## src/hdl/itoar_pkg.sv

```systemverilog
`default_nettype none
package itoar_pkg;

   localparam int VALUE_WIDTH = 32;
   localparam int RADIX_W     = 6;
   localparam int CHAR_W      = 8;
   localparam int DIGIT_DEPTH = VALUE_WIDTH;
   localparam int DIGIT_IDX_W = $clog2(DIGIT_DEPTH);
   localparam int DIGIT_CNT_W = $clog2(DIGIT_DEPTH + 1);
   localparam int STEP_CNT_W  = $clog2(VALUE_WIDTH);

   localparam logic [RADIX_W-1:0] RADIX_MIN   = RADIX_W'(2);
   localparam logic [RADIX_W-1:0] RADIX_MAX   = RADIX_W'(36);
   localparam logic [RADIX_W-1:0] RADIX_RESET = RADIX_W'(10);

   localparam logic [CHAR_W-1:0] CH_ZERO           = 8'h30;
   localparam logic [CHAR_W-1:0] CH_MINUS          = 8'h2D;
   localparam logic [CHAR_W-1:0] LETTER_GAP        = 8'd7;
   localparam logic [RADIX_W-1:0] MAX_DECIMAL_DIGIT = RADIX_W'(9);

   typedef enum logic [1:0] {
      ST_IDLE,
      ST_DIVIDE,
      ST_EMIT
   } state_type;

   typedef struct packed {
      logic                   start;
      logic [VALUE_WIDTH-1:0] dividend;
      logic [RADIX_W-1:0]     divisor;
   } div_ctrl_type;

   typedef struct packed {
      logic                   busy;
      logic                   done;
      logic [VALUE_WIDTH-1:0] quotient;
      logic [RADIX_W-1:0]     remainder;
   } div_stat_type;

   function automatic logic [CHAR_W-1:0] digit_char(input logic [RADIX_W-1:0] d);
      logic [CHAR_W-1:0] c;
      c = CH_ZERO + CHAR_W'(d);
      if (d > MAX_DECIMAL_DIGIT) begin
         c = c + LETTER_GAP;
      end
      return c;
   endfunction

endpackage
`default_nettype wire

```

## src/hdl/itoar_divider.sv

```systemverilog
`default_nettype none
// Restoring divider, one quotient bit per cycle.
module itoar_divider
   import itoar_pkg::*;
(
   input  wire logic         clock,
   input  wire logic         reset,
   input  wire div_ctrl_type ctrl,
   output div_stat_type      stat
);

   logic [VALUE_WIDTH-1:0] quo_ff, quo_in;
   logic [RADIX_W-1:0]     rem_ff, rem_in;
   logic [STEP_CNT_W-1:0]  step_ff, step_in;
   logic                   busy_ff, busy_in;
   logic                   done_ff, done_in;
   logic [RADIX_W:0]       trial;
   logic                   fits;

   always_comb begin
      trial   = {rem_ff, quo_ff[VALUE_WIDTH-1]};
      fits    = trial >= {1'b0, ctrl.divisor};
      quo_in  = quo_ff;
      rem_in  = rem_ff;
      step_in = step_ff;
      busy_in = busy_ff;
      done_in = 1'b0;
      if (ctrl.start) begin
         quo_in  = ctrl.dividend;
         rem_in  = '0;
         step_in = '0;
         busy_in = 1'b1;
      end else if (busy_ff) begin
         quo_in = {quo_ff[VALUE_WIDTH-2:0], fits};
         rem_in = fits ? RADIX_W'(trial - {1'b0, ctrl.divisor}) : trial[RADIX_W-1:0];
         step_in = step_ff + 1'b1;
         if (step_ff == STEP_CNT_W'(VALUE_WIDTH - 1)) begin
            busy_in = 1'b0;
            done_in = 1'b1;
         end
      end
   end

   always_ff @(posedge clock) begin
      if (reset) begin
         busy_ff <= 1'b0;
         done_ff <= 1'b0;
         step_ff <= '0;
      end else begin
         busy_ff <= busy_in;
         done_ff <= done_in;
         step_ff <= step_in;
      end
   end

   always_ff @(posedge clock) begin
      quo_ff <= quo_in;
      rem_ff <= rem_in;
   end

   assign stat.busy      = busy_ff;
   assign stat.done      = done_ff;
   assign stat.quotient  = quo_ff;
   assign stat.remainder = rem_ff;

endmodule
`default_nettype wire

```

## src/hdl/integer_to_ascii_radix_core.sv

```systemverilog
`default_nettype none
// Channel  Direction  Handshake            Payload
// req      in         req_valid/req_stall  req_value[31:0] signed
// rsp      out        rsp_valid/rsp_stall  rsp_text_char[7:0], rsp_last
// csr      in         csr_write_enable     csr_write_data[5:0] (radix)
//
// Each digit costs one pass of the shared bit-serial divider.
// Synchronous active-high reset; radix resets to 10, no buffer clearing.
// Input is stalled during reset and from acceptance until the last character
// is in the output register; output stalls simply hold the character register.
module integer_to_ascii_radix_core
   import itoar_pkg::*;
(
   input  wire logic                   clock,
   input  wire logic                   reset,
   input  wire logic                   req_valid,
   output      logic                   req_stall,
   input  wire logic [VALUE_WIDTH-1:0] req_value,
   output      logic                   rsp_valid,
   input  wire logic                   rsp_stall,
   output      logic [CHAR_W-1:0]      rsp_text_char,
   output      logic                   rsp_last,
   input  wire logic                   csr_write_enable,
   input  wire logic [RADIX_W-1:0]     csr_write_data
);

   state_type              state_ff, state_in;
   logic [RADIX_W-1:0]     radix_ff;
   logic [RADIX_W-1:0]     radix_eff;
   logic                   sign_ff, sign_in;
   logic [DIGIT_CNT_W-1:0] count_ff, count_in;
   logic [DIGIT_IDX_W-1:0] ptr_ff, ptr_in;
   logic [CHAR_W-1:0]      digit_ff [DIGIT_DEPTH];
   logic                   digit_we;
   logic [CHAR_W-1:0]      char_ff;
   logic                   last_ff, last_in;
   logic                   valid_ff, valid_in;
   logic                   load;
   div_ctrl_type           div_ctrl;
   div_stat_type           div_stat;

   itoar_divider u_divider (
      .clock (clock),
      .reset (reset),
      .ctrl  (div_ctrl),
      .stat  (div_stat)
   );

   always_comb begin
      radix_eff = radix_ff;
      if (radix_ff < RADIX_MIN) begin
         radix_eff = RADIX_MIN;
      end else if (radix_ff > RADIX_MAX) begin
         radix_eff = RADIX_MAX;
      end
   end

   always_comb begin
      state_in          = state_ff;
      sign_in           = sign_ff;
      count_in          = count_ff;
      ptr_in            = ptr_ff;
      digit_we          = 1'b0;
      load              = 1'b0;
      last_in           = last_ff;
      div_ctrl.start    = 1'b0;
      div_ctrl.dividend = div_stat.quotient;
      div_ctrl.divisor  = radix_eff;
      case (state_ff)
         ST_IDLE: begin
            if (req_valid) begin
               div_ctrl.start    = 1'b1;
               div_ctrl.dividend = req_value[VALUE_WIDTH-1] ? (~req_value + 1'b1) : req_value;
               sign_in           = req_value[VALUE_WIDTH-1];
               count_in          = '0;
               state_in          = ST_DIVIDE;
            end
         end
         ST_DIVIDE: begin
            if (div_stat.done) begin
               digit_we = 1'b1;
               count_in = count_ff + 1'b1;
               if (div_stat.quotient != '0) begin
                  div_ctrl.start = 1'b1;
               end else begin
                  ptr_in   = count_ff[DIGIT_IDX_W-1:0];
                  state_in = ST_EMIT;
               end
            end
         end
         ST_EMIT: begin
            if (!valid_ff || !rsp_stall) begin
               load = 1'b1;
               if (sign_ff) begin
                  last_in = 1'b0;
                  sign_in = 1'b0;
               end else begin
                  last_in = (ptr_ff == '0);
                  if (ptr_ff == '0) begin
                     state_in = ST_IDLE;
                  end else begin
                     ptr_in = ptr_ff - 1'b1;
                  end
               end
            end
         end
         default: begin
            state_in = ST_IDLE;
         end
      endcase
      valid_in = load ? 1'b1 : (valid_ff && rsp_stall);
   end

   always_ff @(posedge clock) begin
      if (reset) begin
         state_ff <= ST_IDLE;
         radix_ff <= RADIX_RESET;
         valid_ff <= 1'b0;
         sign_ff  <= 1'b0;
         count_ff <= '0;
         ptr_ff   <= '0;
      end else begin
         state_ff <= state_in;
         valid_ff <= valid_in;
         sign_ff  <= sign_in;
         count_ff <= count_in;
         ptr_ff   <= ptr_in;
         if (csr_write_enable) begin
            radix_ff <= csr_write_data;
         end
      end
   end

   always_ff @(posedge clock) begin
      if (load) begin
         char_ff <= sign_ff ? CH_MINUS : digit_ff[ptr_ff];
      end
      last_ff <= last_in;
      if (digit_we) begin
         digit_ff[count_ff[DIGIT_IDX_W-1:0]] <= digit_char(div_stat.remainder);
      end
   end

   assign req_stall     = reset || (state_ff != ST_IDLE);
   assign rsp_valid     = valid_ff;
   assign rsp_text_char = char_ff;
   assign rsp_last      = last_ff;

   a_done_in_divide: assert property (@(posedge clock) disable iff (reset)
      div_stat.done |-> state_ff == ST_DIVIDE)
      else $error("divider finished outside the divide phase");

   a_divider_active: assert property (@(posedge clock) disable iff (reset)
      state_ff == ST_DIVIDE |-> (div_stat.busy || div_stat.done))
      else $error("divide phase with idle divider");

   a_count_bound: assert property (@(posedge clock) disable iff (reset)
      count_ff <= DIGIT_CNT_W'(DIGIT_DEPTH))
      else $error("digit buffer overflow");

   a_minus_not_last: assert property (@(posedge clock) disable iff (reset)
      (rsp_valid && rsp_text_char == CH_MINUS) |-> !rsp_last)
      else $error("sign flagged as last character");

   a_accept_starts: assert property (@(posedge clock) disable iff (reset)
      (state_ff == ST_IDLE && req_valid) |=> (state_ff == ST_DIVIDE && div_stat.busy))
      else $error("accepted transaction did not start a division");

endmodule
`default_nettype wire

```

## config.mk

```make
export PLATFORM = sky130hd
export DESIGN_NAME = integer_to_ascii_radix_core
export DESIGN_NICKNAME = d
export VERILOG_FILES = /design/src/hdl/itoar_pkg.sv /design/src/hdl/itoar_divider.sv /design/src/hdl/integer_to_ascii_radix_core.sv
export SDC_FILE = /design/constraint.sdc
export NUM_CORES = 1
export LEC_CHECK = 0
export BUFFER_PORTS_ARGS = -buffer_cell sky130_fd_sc_hd__buf_2
export CAP_MARGIN = 10
export CORE_MARGIN = 2
export CORE_UTILIZATION = 40
export DETAILED_ROUTE_END_ITERATION = 10
export PLACE_DENSITY_LB_ADDON = 0.25
export SETUP_SLACK_MARGIN = 0.1
export SYNTH_ARGS = -nofsm -noshare
export SYNTH_HDL_FRONTEND = slang
export SYNTH_SLANG_ARGS = --single-unit
```

## constraint.sdc

```tcl
create_clock -name clock -period 9 [get_ports clock]
set_input_delay 0.9 -clock clock [delete_from_list [all_inputs] [get_ports clock]]
set_output_delay 0.9 -clock clock [all_outputs]
set_load 0.01 [all_outputs]
```

== Yosys cells after proc, flatten, opt, wreduce, memory -nomap -nowiden ==
Memory sizes are Yosys's and may differ from the RTL's. A register that Yosys moved wholly into a read port is not among the register bits.
Index checks and enable logic that the tools add are counted.

* Order comparisons: 4
* Reductions and logical operators: 21
* $add $sub $neg: 7
* Bitwise operators: 2
* Muxes and demuxes: 43
* Equality and inequality tests: 12

{| class="wikitable"
|+ Operators with widths
! operator !! number
|-
| two-way mux 32 bit || 4
|-
| two-way mux 33 bit || 1
|-
| adder 32 x 1 -> 32 bit (second input constant) || 1
|-
| inverter 32 bit || 1
|-
| nonzero test 32 bit || 1
|-
| two-way mux 6 bit || 5
|-
| two-way mux 5 bit || 5
|-
| two-way mux 8 bit || 2
|-
| two-way mux 1 bit || 15
|-
| != test 2 bit (second input constant) || 7
|-
| two-way mux 2 bit || 6
|-
| one-hot mux 6 bit (2 select lines) || 1
|-
| AND reduction 6 bit || 2
|-
| one-hot mux 5 bit (2 select lines) || 1
|-
| nonzero test 2 bit || 5
|-
| AND reduction 3 bit || 3
|-
| adder 7 x 3 -> 8 bit (second input constant) || 1
|-
| adder 6 x 6 -> 7 bit (first input constant) || 1
|-
| greater-or-equal comparator 7 x 6 -> 1 bit || 1
|-
| adder 6 x 1 -> 6 bit (second input constant) || 1
|-
| greater-than comparator 6 x 4 -> 1 bit (second input constant) || 1
|-
| greater-than comparator 6 bit (second input constant) || 1
|-
| < comparator 6 x 2 -> 1 bit (second input constant) || 1
|-
| one-hot mux 2 bit (3 select lines) || 1
|-
| 17 further kinds || 21
|}

* Memories kept: 1
* Bits in registers: 67
* Output and inout bits: 11
* RAM bits: 256

{| class="wikitable"
|+ Memories
! name !! depth !! width !! read ports !! clocked after Yosys merged registers in !! wr ports !! RTL line !! RTL
|-
| digit_ff || 32 || 8 || 1 || 1 || 1 || integer_to_ascii_radix_core.sv:33 || <nowiki>logic [CHAR_W-1:0] digit_ff [DIGIT_DEPTH];</nowiki>
|}

== Logic depth before layout (Yosys ltp) ==
Gate-level depths: netlist of run 1.

* Depth in word-level cells: 7
* Gate-level depth with buffers: 13
* Depth with buffers taken out: 13

== Modules after synthesis ==
From an unflattened synthesis of run 1, not the netlist that was laid out.

* Cell total of the unflattened synthesis: 976
* Area total of the unflattened synthesis: 14901.8 um^2

{| class="wikitable"
|+ Modules (own cells, without submodules)
! module !! cells each !! instances !! area an instance (um^2) !! sequential area each (um^2)
|-
| integer_to_ascii_radix_core || 800 || 1 || 12670.9 || 8358.0
|-
| itoar_divider || 176 || 1 || 2230.9 || 1221.2
|}

== Least setup slack after synthesis of run 1 ==
Ideal clock, no wire load.

* Path kind: reg2reg
* Start point: register u_divider.rem_ff[0]
* End point: memory digit_ff[0][5] (data pin)
* Path slack: 6.017 ns
* Library setup time: 0.387 ns
* Required time: 8.613 ns
* Data arrival time: 2.596 ns
* Stages on the path, launching flop included: 9
* Buffers on the path: 0
* Cells stage by stage: dfxtp_1 -> inv_1 -> ha_1 -> nor2_1 -> o21ai_0 -> nand2_1 -> nand2_1 -> nor3_1 -> xnor2_1

* Cells in the longest elaborated chain, start to end: 4

{| class="wikitable"
|+ RTL lines
! element !! RTL line !! RTL
|-
| start, declared || itoar_divider.sv:13 || <nowiki>logic [RADIX_W-1:0] rem_ff, rem_in;</nowiki>
|-
| start signal, assigned || itoar_divider.sv:58 || <nowiki>rem_ff <= rem_in;</nowiki>
|-
| adder 6 x 6 -> 7 bit || itoar_pkg.sv:42 || <nowiki>c = CH_ZERO + CHAR_W'(d);</nowiki>
|-
| adder 7 x 3 -> 8 bit || itoar_pkg.sv:44 || <nowiki>c = c + LETTER_GAP;</nowiki>
|-
| two-way mux 8 bit (*) || itoar_pkg.sv:43 || <nowiki>if (d > MAX_DECIMAL_DIGIT) begin</nowiki>
|-
| two-way mux 8 bit (*) || integer_to_ascii_radix_core.sv:139 || <nowiki>if (digit_we) begin</nowiki>
|-
| end, declared || integer_to_ascii_radix_core.sv:33 ||
|}

Mark *: on every way between the ends. The rest lies on a longest branch, timed or not. The select of a mux whose other input is x is not followed.

== Worst setup path after layout of run 1 ==
* Start point: register radix_ff[3]
* End point: register u_divider.rem_ff[0]

* Cells in the longest elaborated chain, start to end: 5

{| class="wikitable"
|+ RTL lines
! element !! RTL line !! RTL
|-
| start, declared || integer_to_ascii_radix_core.sv:28 || <nowiki>logic [RADIX_W-1:0] radix_ff;</nowiki>
|-
| start signal, assigned || integer_to_ascii_radix_core.sv:129 || <nowiki>radix_ff <= csr_write_data;</nowiki>
|-
| greater-than comparator 6 bit || integer_to_ascii_radix_core.sv:53 || <nowiki>end else if (radix_ff > RADIX_MAX) begin</nowiki>
|-
| two-way mux 6 bit || integer_to_ascii_radix_core.sv:53 ||
|-
| two-way mux 6 bit (*) || integer_to_ascii_radix_core.sv:51 || <nowiki>if (radix_ff < RADIX_MIN) begin</nowiki>
|-
| subtractor 6 bit or greater-or-equal comparator 7 x 6 -> 1 bit (tied branches) || itoar_divider.sv:35, itoar_divider.sv:22 ||
|-
| two-way mux 6 bit (*) || itoar_divider.sv:35 || <nowiki>rem_in = fits ? RADIX_W'(trial - {1'b0, ctrl.divisor}) : trial[RADIX_W-1:0];</nowiki>
|}

Mark *: on every way between the ends. The rest lies on a longest branch, timed or not.
A chain may end at the register's enable or synchronous reset.

==> flow_metrics.py, run 1 <==
metrics = {
    "die": {
        "dieArea_sq_um": 37300,
        "ioPinCount": 54,
        "die_h_um": 193,
        "fp.dieW_um": 193,
        "initial_core_util_pct": 40.4,
        "coreArea_sq_um": 35400,
        "core.rowCount": 69,
    },
    "clocking": {
        "cts_root_buffer": "clkbuf_16",
        "holdBufCountCts": 0,
        "clock-sinks": 330,
        "cts_setup_buffers": 0,
        "cts_resized": 0,
        "cts_buffers": 36,
        "cts_buffer_depth": 3,
        "htreeDepth": 2,
        "clock_latency_ns": 0.53,
        "clk_pin_slew_worst_paths_ns": 0.06,
        "cts_tree": "built",
    },
    "setup_path": {
        "cp.arrival_ns": 3.55,
        "crit_path_max_fanout": 10,
        "crit_slowest_cell": "a41oi_1",
        "rr_startpoint": "radix_ff[3]",
        "cp_cell_sequence": "or2_2, nor2_1, nand2_1, nand2_1, o21a_1, inv_1, ha_1, a21oi_1, o21ai_0, a41oi_1, mux2i_1, mux2i_1, nor2_1",
        "ff2ff_setup_slack_ns": 5.91,
        "path_buf_inv": 1,
        "cp.required_ns": 9.46,
        "max_stage_delay_ns": 0.83,
        "startpoint": "radix_ff[3]",
        "worst-setup-path-type": "flop to flop",
        "critical_path.top_delay_family": "compound AO/OA/AOI/OAI gates",
        "critPathLaunchType": "flop",
        "endpoint_kind": "flop",
    },
    "pwr": {
        "power.leakage_nw": 5.19,
        "share_clk_of_total_power_pct": 38.1,
        "vdd_drop_max_v": 0.000141,
        "p_sw_w": 0.000893,
        "p_int_w": 0.00279,
        "power.density_nw_per_um2": 226,
        "switching_share_pct": 24.3,
        "comb_power_share_pct": 10.7,
        "power_frac_seq_pct": 51.2,
    },
    "placed_design": {
        "gp_congestion": 0.774,
        "post-place-ws_ns": 5.29,
        "place_hpwl_mm": 19.0,
        "place_area_sq_um": 15100,
        "numPortBuffers": 53,
    },
    "sta": {
        "setup_viol": 0,
        "finalHoldViolations": 0,
        "max_freq_mhz": 323,
        "rsz0062_at_grt": "no",
        "tns_ns": 0,
        "period_needed_ns": 3.09,
        "layout_setup_ws_ns": 5.91,
        "hold_slack_ns": 0.523,
        "slew_headroom_pct": 31.4,
        "worst_pin_slew_ns": 1.02,
        "period_share_pct": 34.4,
        "fin_skew_ns": 0.0219,
        "finalMaxSlewViolations": 0,
    },
    "routing": {
        "initialDrtViolationCount": 806,
        "vias_per_cell": 5.41,
        "ant_nets": 0,
        "drc": 0,
        "num_vias": 7857,
        "drt-total-wl_mm": 29.5,
        "dr.pass1.iters": 5,
        "wl_per_cell_um": 20.3,
    },
    "grt": {
        "grt_pass1_wl_mm": 46.0,
        "grt_max_degree": 64,
        "grt_pass1_vias": 7805,
        "antenna_found_initial": 0,
        "grt_use_total_pct": 16.2,
        "gr-total-overflow": 0,
    },
    "synthesis": {
        "ys_types": 59,
        "ys_seq_elements": 330,
        "synth-main-ff-cell": "edfxtp_1",
        "syn_area_per_cell_sq_um": 15.8,
        "synth_enable_flop_cells": 297,
        "synth_cells": 906,
        "syn_area_sq_um": 14300,
        "ys_warn_count": 0,
        "async_flop_share_pct": 0,
        "yosysSeqAreaShare_pct": 66.9,
        "syn_nets": 969,
    },
    "finish": {
        "nNetsFinal": 1028,
        "final_cell_area_sq_um": 16300,
        "drive_gt1_share_pct": 22.4,
        "final_common_cell": "edfxtp_1",
        "diodes": 0,
        "utilization_pct": 45.9,
        "final_cell_mix": "297 x edfxtp_1, 78 x nand2_1, 76 x mux4_2",
        "synthToLayoutAreaGrowth_pct": 13.6,
    },
    "min_path": {
        "min_from": "radix_ff[0]",
        "hp-class": "flop to flop",
    },
    "run_status": {
        "status": "finished clean",
    },
    "job": {
        "max_cap_violations": 0,
    },
}
[per-layer routing]
metal | wire, um | up-vias | GRT usage, %
met5 | 0 | - | 0
met4 | 448 | 0 | 3.64
met3 | 1430 | 41 | 2.97
met2 | 13600 | 191 | 25.4
met1 | 14000 | 3940 | 23.8
li1 | - | 3685 | -
[cell families (layout without fill, tap and decap cells)]
group | Yosys count | in the layout | share of synthesized area, %
compound gates | 129 | 129 | 6.16
xor+xnor | 40 | 40 | 2.45
fa+ha+maj | 20 | 20 | 1.80
buf+inv | 67 | 152 | 1.93
flops | 330 | 330 | 66.9
mux | 88 | 88 | 12.8
simple gates | 232 | 232 | 7.92
[worst reg2reg max path, cell delays in order (launching register included)]
cell and delay, ns:
dfxtp_1 0.32, or2_2 0.30, nor2_1 0.20, nand2_1 0.08
nand2_1 0.06, o21a_1 0.18, inv_1 0.06, ha_1 0.21
a21oi_1 0.13, o21ai_0 0.11, a41oi_1 0.83, mux2i_1 0.33
mux2i_1 0.11, nor2_1 0.11
[sequential cells by signal, summed over array words and instances, names as in the netlist]
signal,count
ptr_ff,5
rsp_text_char,8
u_divider.rem_ff,6
digit_ff,256
radix_ff,6
u_divider.busy_ff,1
u_divider.step_ff,5
count_ff,5
u_divider.done_ff,1
sign_ff,1
u_divider.quo_ff,32
state_ff,2
rsp_valid,1
rsp_last,1
[power by group through the flow]
stage                     Combinational [W]  Sequential, W  Clock [W]
after global placement             0.000378        0.00192          0
after floorplan                    0.000221        0.00191          0
after CTS                          0.000389        0.00189    0.00144
final                              0.000393        0.00189    0.00140
after global routing               0.000445        0.00189    0.00149
after detailed placement           0.000388        0.00192          0
[worst paths after layout]
kind,end,depth (start not counted)
max,u_divider.rem_ff[0],13
min,radix_ff[0],2
max reg2reg,u_divider.rem_ff[0],13
min reg2reg,radix_ff[0],2
[Yosys cell counts, types with 2 or more instances]
cell type	number	area (sq um)
and2_1	2	12.5
or2_2	4	25.0
nor2_1	66	248
or3_1	9	56.3
nand2b_1	7	43.8
a31oi_1	8	50.1
o41ai_1	4	35.0
a22o_1	4	35.0
o21ai_0	30	150
nor2b_1	13	81.3
and3_1	2	12.5
inv_1	20	75.1
nand3b_1	2	15.0
or4_1	4	30.0
nand2_1	78	293
dfxtp_1	33	661
buf_2	8	40.0
nand3_1	2	10.0
xnor2_1	12	105
nor3b_1	2	15.0
a21oi_1	20	100
clkbuf_1	34	128
or3b_2	2	17.5
a41oi_1	2	17.5
a211oi_1	6	45.0
o32ai_1	3	26.3
a22oi_1	3	22.5
buf_1	2	7.51
buf_4	2	15.0
mux2i_1	12	120
a211o_1	2	17.5
o31ai_1	28	210
mux4_2	76	1710
ha_1	19	238
nor4_4	2	42.5
nor3_2	2	20.0
o22a_1	4	35.0
edfxtp_1	297	8920
nor3_1	19	95.1
xor2_1	28	245
o21a_1	3	22.5
or4_4	2	22.5
nor4_1	10	62.6
nand4_1	3	18.8
[area by class of cell]
class	count	area, sq um
clock buffers	42	943
fillers	3116	19100
multi-input cells	509	4500
clock inverters	22	179
inverters	20	75.1
repair buffers	68	398
flip-flops and latches	330	9590
well taps	461	577
[metrics by stage]
stage	power (W)	instances
5_1_grt	0.00383	1452
3_3_place_gp	0.00230	1387
2_1_floorplan	0.00214	906
4_1_cts	0.00371	1451
3_5_place_dp	0.00231	1387
6_report	0.00368	1452
Note: power is estimated with default switching activity, not from simulation.
==> run 2, diff against run 1 <==
clock period = 2.9 ns   (was 9 ns; I/O delays follow)
==> flow_metrics.py, run 2 (same netlist as run 1, synthesis figures left out) <==
metrics = {
    "clocking": {
        "clock_latency_ns": 0.51,
        "cts_buffers": 36,
        "clock-sinks": 330,
        "cts_root_buffer": "clkbuf_16",
        "htreeDepth": 2,
        "cts_setup_buffers": 0,
        "cts_tree": "built",
        "clk_pin_slew_worst_paths_ns": 0.06,
        "cts_buffer_depth": 3,
    },
    "job": {
        "max_cap_violations": 0,
    },
    "grt": {
        "grt_pass1_vias": 7994,
        "gr-total-overflow": 0,
        "grt_pass1_wl_mm": 48.4,
        "antenna_found_initial": 0,
        "grt_use_total_pct": 17.3,
        "grt_max_degree": 59,
    },
    "sta": {
        "period_share_pct": 86.8,
        "tns_ns": 0,
        "max_freq_mhz": 397,
        "period_needed_ns": 2.52,
        "fin_skew_ns": 0.0211,
        "finalMaxSlewViolations": 0,
        "setup_viol": 0,
        "slew_headroom_pct": 53.4,
        "rsz0062_at_grt": "no",
        "worst_pin_slew_ns": 0.698,
        "finalHoldViolations": 0,
    },
    "finish": {
        "fillers": 3080,
        "largest_reg_flops": 256,
        "synthToLayoutAreaGrowth_pct": 16.3,
        "drive_gt1_share_pct": 25.6,
        "diodes": 0,
        "final_common_cell": "edfxtp_1",
        "fin_cells": 1500,
        "final_cell_mix": "297 x edfxtp_1, 78 x nand2_1, 76 x mux4_2",
        "nNetsFinal": 1077,
    },
    "routing": {
        "initialDrtViolationCount": 644,
        "dr.pass1.iters": 6,
        "drc": 0,
        "wl_per_cell_um": 20.7,
        "vias_per_cell": 5.47,
        "ant_nets": 0,
        "num_vias": 8199,
        "drt-total-wl_mm": 31.1,
    },
    "run_status": {
        "status": "finished clean",
    },
    "pwr": {
        "p_sw_w": 0.00274,
        "switching_share_pct": 24.3,
        "power.leakage_nw": 5.44,
        "comb_power_share_pct": 11.2,
        "p_int_w": 0.00854,
        "share_clk_of_total_power_pct": 36.9,
        "power_frac_seq_pct": 51.9,
        "power.density_nw_per_um2": 678,
        "vdd_drop_max_v": 0.000421,
    },
    "setup_path": {
        "critPathLaunchType": "flop",
        "worst-setup-path-type": "flop to flop",
        "cp.arrival_ns": 2.95,
        "cp.required_ns": 3.33,
        "endpoint_kind": "flop",
        "ff2ff_setup_slack_ns": 0.38,
        "crit_path_max_fanout": 4,
    },
    "placed_design": {
        "place_inst": 1435,
        "numPortBuffers": 53,
        "place_hpwl_mm": 20.6,
        "gp_congestion": 0.814,
    },
    "die": {
        "dieArea_sq_um": 37300,
        "coreArea_sq_um": 35400,
        "initial_core_util_pct": 40.4,
        "die_h_um": 193,
        "fp.dieW_um": 193,
        "core.rowCount": 69,
        "ioPinCount": 54,
    },
    "min_path": {
        "hp-class": "input pin to flop",
    },
}
run 2: final cells by class:
type	count	area (sq um)	area share, %
clock buffer	46	948	5.70
multi-input combinational	509	4500	27.0
tap	461	577	3.47
timing repair buffer	117	838	5.04
clock inverter	17	119	0.714
sequential	330	9590	57.6
inverter	20	75.1	0.451
run 2: worst paths after layout:
check,start,cells past startpoint,end
max,radix_ff[3],13,u_divider.rem_ff[5]
min,csr_write_data[5],3,radix_ff[5]
max reg2reg,radix_ff[3],13,u_divider.rem_ff[5]
min reg2reg,u_divider.done_ff,1,state_ff[0]
run 2: power by group through the flow:
| stage | clock [W] | combinational (W) | sequential (W) |
|---|---|---|---|
| finish | 0.00416 | 0.00127 | 0.00585 |
| global route | 0.00446 | 0.00143 | 0.00586 |
| CTS | 0.00427 | 0.00130 | 0.00585 |
| detailed placement | 0 | 0.00130 | 0.00595 |
| global placement | 0 | 0.00127 | 0.00594 |
| floorplan | 0 | 0.000713 | 0.00594 |
run 2: metal layers:
layer  vias up  part of all wire (%)  global-route usage [%]
met3        43                   5.5                    2.48
li1       3776                     -                       -
met1      4126                    46                    25.1
met5         -                     0                       0
met4         0                   2.0                    4.63
met2       254                    46                    27.3
run 2: stage by stage:
step	cell area, sq um	setup slack (ns)	utilization, %	total power, W	hold WS, ns
CTS	16600	0.290	47.0	0.0114	0.00875
global placement	15600	0.332	43.9	0.00721	0.485
finish	16600	0.382	47.0	0.0113	0.0269
detailed placement	15600	0.317	43.9	0.00725	0.492
global route	16600	0.105	47.0	0.0118	0.0295
floorplan	14300	0.0577	-	0.00665	0.412
run 2: critical path, stage by stage, from the launching register on:
cell and delay, ns:
dfxtp_1 0.32, or2_2 0.31, nor2_2 0.15, nand2_1 0.07, nand2_1 0.06, o21a_1 0.15
inv_1 0.05, ha_1 0.28, nor2b_1 0.15, o211ai_1 0.19, a31o_2 0.20, a21oi_1 0.06
a311o_1 0.31, a31oi_1 0.15
run 2: repair_timing:
action / CTS / global route
endpoints found under the setup margin: 0 / 4
hold buffers: 2 / 0
hold endpoints to repair: 2 / 0
gates resized for setup: 0 / 1
==> run 3, diff against run 2 <==
ABC_AREA = 1   (was unset)
CORE_ASPECT_RATIO = 0.5   (was unset)
CTS_BUF_LIST = sky130_fd_sc_hd__clkbuf_16   (was unset)
==> flow_metrics.py, run 3 <==
metrics = {
    "placed_design": {
        "place_inst": 2043,
        "place_hpwl_mm": 23.6,
        "gp_congestion": 0.830,
        "post-place-ws_ns": 0.484,
        "numPortBuffers": 53,
    },
    "synthesis": {
        "synth.most_common_cell": "edfxtp_1",
        "synth_cells": 1495,
        "yosysSeqAreaShare_pct": 63.5,
        "yosys.area_share.simple_pct": 19.3,
        "ys_warn_count": 0,
        "syn_area_sq_um": 15100,
        "synth-compound-area-share_pct": 9.20,
        "synth_top_area_share_pct": 59.2,
        "syn_nets": 1558,
        "yosys-top-cells-count": "297 x edfxtp_1, 288 x nand2_1, 282 x nor2_1, 158 x o21ai_0, 96 x nand3_1",
        "synthTopCellsByArea": "edfxtp_1 59%, nand2_1 7.2%, nor2_1 7.0%",
        "synth-xor-area-share_pct": 1.57,
        "yosys.area.top_type": "edfxtp_1",
        "synthAdderAreaFrac_pct": 1.71,
        "async_flop_share_pct": 0,
        "synth_top_family_by_area": "simple AND/OR/NAND/NOR gates",
        "syn_area_per_cell_sq_um": 10.1,
        "synth-main-ff-cell": "edfxtp_1",
        "ys_seq_elements": 330,
        "ys_types": 39,
        "synth_enable_flop_cells": 297,
        "synth_mux_area_share_pct": 0,
    },
    "run_status": {
        "status": "finished clean",
    },
    "sta": {
        "fin_skew_ns": 0.0122,
        "tns_ns": 0,
        "setup_viol": 0,
        "slew_headroom_pct": 40.8,
        "finalMaxSlewViolations": 0,
        "rsz0062_at_grt": "no",
        "worst_pin_slew_ns": 0.885,
        "period_share_pct": 84.1,
        "finalHoldViolations": 0,
        "period_needed_ns": 2.44,
        "max_freq_mhz": 410,
        "layout_setup_ws_ns": 0.460,
    },
    "setup_path": {
        "crit_path_max_fanout": 7,
        "crit_slowest_cell": "dfxtp_1",
        "cp.required_ns": 3.16,
        "critical_path.top_delay_family": "simple AND/OR/NAND/NOR gates",
        "path_buf_inv": 1,
        "max_stage_delay_ns": 0.35,
        "endpoint_kind": "flop",
        "rr_startpoint": "radix_ff[3]",
        "critPathLaunchType": "flop",
        "startpoint": "radix_ff[3]",
        "worst-setup-path-type": "flop to flop",
        "path_common_cell": "nor2_1",
        "cp.arrival_ns": 2.70,
        "cp_cell_sequence": "nor2_1, a21oi_1, inv_1, a31oi_1, nor2_1, ha_1, or2_2, nand3_2, nand3_1, nand2_1, o21ai_0",
    },
    "routing": {
        "drt-total-wl_mm": 36.6,
        "drc": 0,
        "num_vias": 10800,
        "vias_per_cell": 5.11,
        "initialDrtViolationCount": 785,
        "ant_nets": 0,
        "wl_per_cell_um": 17.4,
        "dr.pass1.iters": 7,
    },
    "finish": {
        "final_cell_mix": "297 x edfxtp_1, 288 x nand2_1, 281 x nor2_1",
        "final_common_cell": "edfxtp_1",
        "diodes": 0,
        "drive_gt1_share_pct": 12.2,
        "fin_cells": 2106,
        "largest_reg_flops": 256,
        "nNetsFinal": 1651,
        "synthToLayoutAreaGrowth_pct": 14.3,
        "fillers": 3536,
    },
    "die": {
        "dieArea_sq_um": 39300,
        "coreArea_sq_um": 37300,
        "core.rowCount": 50,
        "die_h_um": 141,
        "fp.dieW_um": 279,
        "initial_core_util_pct": 40.4,
        "ioPinCount": 54,
    },
    "grt": {
        "gr-total-overflow": 0,
        "grt_pass1_vias": 10200,
        "grt_use_total_pct": 18.8,
        "grt_max_degree": 129,
        "grt_pass1_wl_mm": 57.7,
        "antenna_found_initial": 0,
    },
    "clocking": {
        "cts_buffer_depth": 3,
        "clock-sinks": 330,
        "cts_buffers": 34,
        "htreeDepth": 2,
        "cts_tree": "built",
        "clock_latency_ns": 0.52,
        "cts_resized": 0,
        "cts_root_buffer": "clkbuf_16",
        "clk_pin_slew_worst_paths_ns": 0.06,
    },
    "min_path": {
        "min_from": "csr_write_enable",
        "hp-class": "input pin to flop",
    },
    "job": {
        "max_cap_violations": 0,
    },
    "pwr": {
        "power.density_nw_per_um2": 921,
        "finalPower_w": 0.0159,
        "power.leakage_nw": 6.51,
        "vdd_drop_max_v": 0.000441,
    },
}
## run 3: kinds of logic (layout without fill, tap and decap cells)
logic type / Yosys count / after routing
buffers and inverters: 156 / 273
adders and majority gates: 20 / 20
xor gates and xnor gates: 27 / 27
AOI/OAI and AO/OA: 254 / 254
DFF: 330 / 330
and+or+nand+nor: 708 / 708
## run 3: metrics by stage
stage          hold WS, ns  util, %  area, sq um
2_1_floorplan        0.359        -        15100
3_3_place_gp         0.454     43.5        16200
3_5_place_dp         0.465     43.5        16200
4_1_cts             0.0266     46.2        17200
5_1_grt             0.0421     46.2        17200
6_report            0.0485     46.2        17200
## run 3: where the power goes
part | internal [W] | leakage [nW] | switching [W]
combinational | 0.00148 | 3.06 | 0.00376
clock | 0.00218 | 0.523 | 0.00175
sequential | 0.00645 | 2.93 | 0.000247
## run 3: worst register-to-register path, cell delays in order (launching register included)
cell and delay (ns):
dfxtp_1 0.35, nor2_1 0.08, a21oi_1 0.17, inv_1 0.08, a31oi_1 0.19, nor2_1 0.07
ha_1 0.33, or2_2 0.32, nand3_2 0.15, nand3_1 0.24, nand2_1 0.13, o21ai_0 0.08
## run 3: cell type report
type	instances	area, sq um	share of cell area (%)
Sequential cell	330	9580	55.6
Multi-Input combinational cell	1009	4850	28.1
Clock buffer	35	876	5.08
Timing Repair Buffer	120	838	4.87
Tap cell	494	618	3.59
Inverter	93	355	2.06
Clock inverter	25	108	0.625
## run 3: worst paths after layout
| check | endpoint | slack (ns) | cells after the start |
|---|---|---|---|
| setup reg to reg | u_divider.quo_ff[0] | 0.46 | 11 |
| hold / removal | radix_ff[1] | 0.05 | 2 |
| hold reg to reg | u_divider.step_ff[4] | 0.48 | 2 |
| setup / recovery | u_divider.quo_ff[0] | 0.46 | 11 |
## run 3: repair_timing
item	4_1_cts	5_1_grt
hold buffers	3	0
hold endpoints to repair	3	0
buffers inserted	0	0
## run 3: metal layers
metal | wire length, um | GRT usage (%) | vias up
met5 | 0 | 0 | -
met4 | 530 | 4.30 | 0
met3 | 1730 | 2.75 | 38
met2 | 17200 | 31.5 | 251
met1 | 17200 | 26.2 | 5155
li1 | - | - | 5318
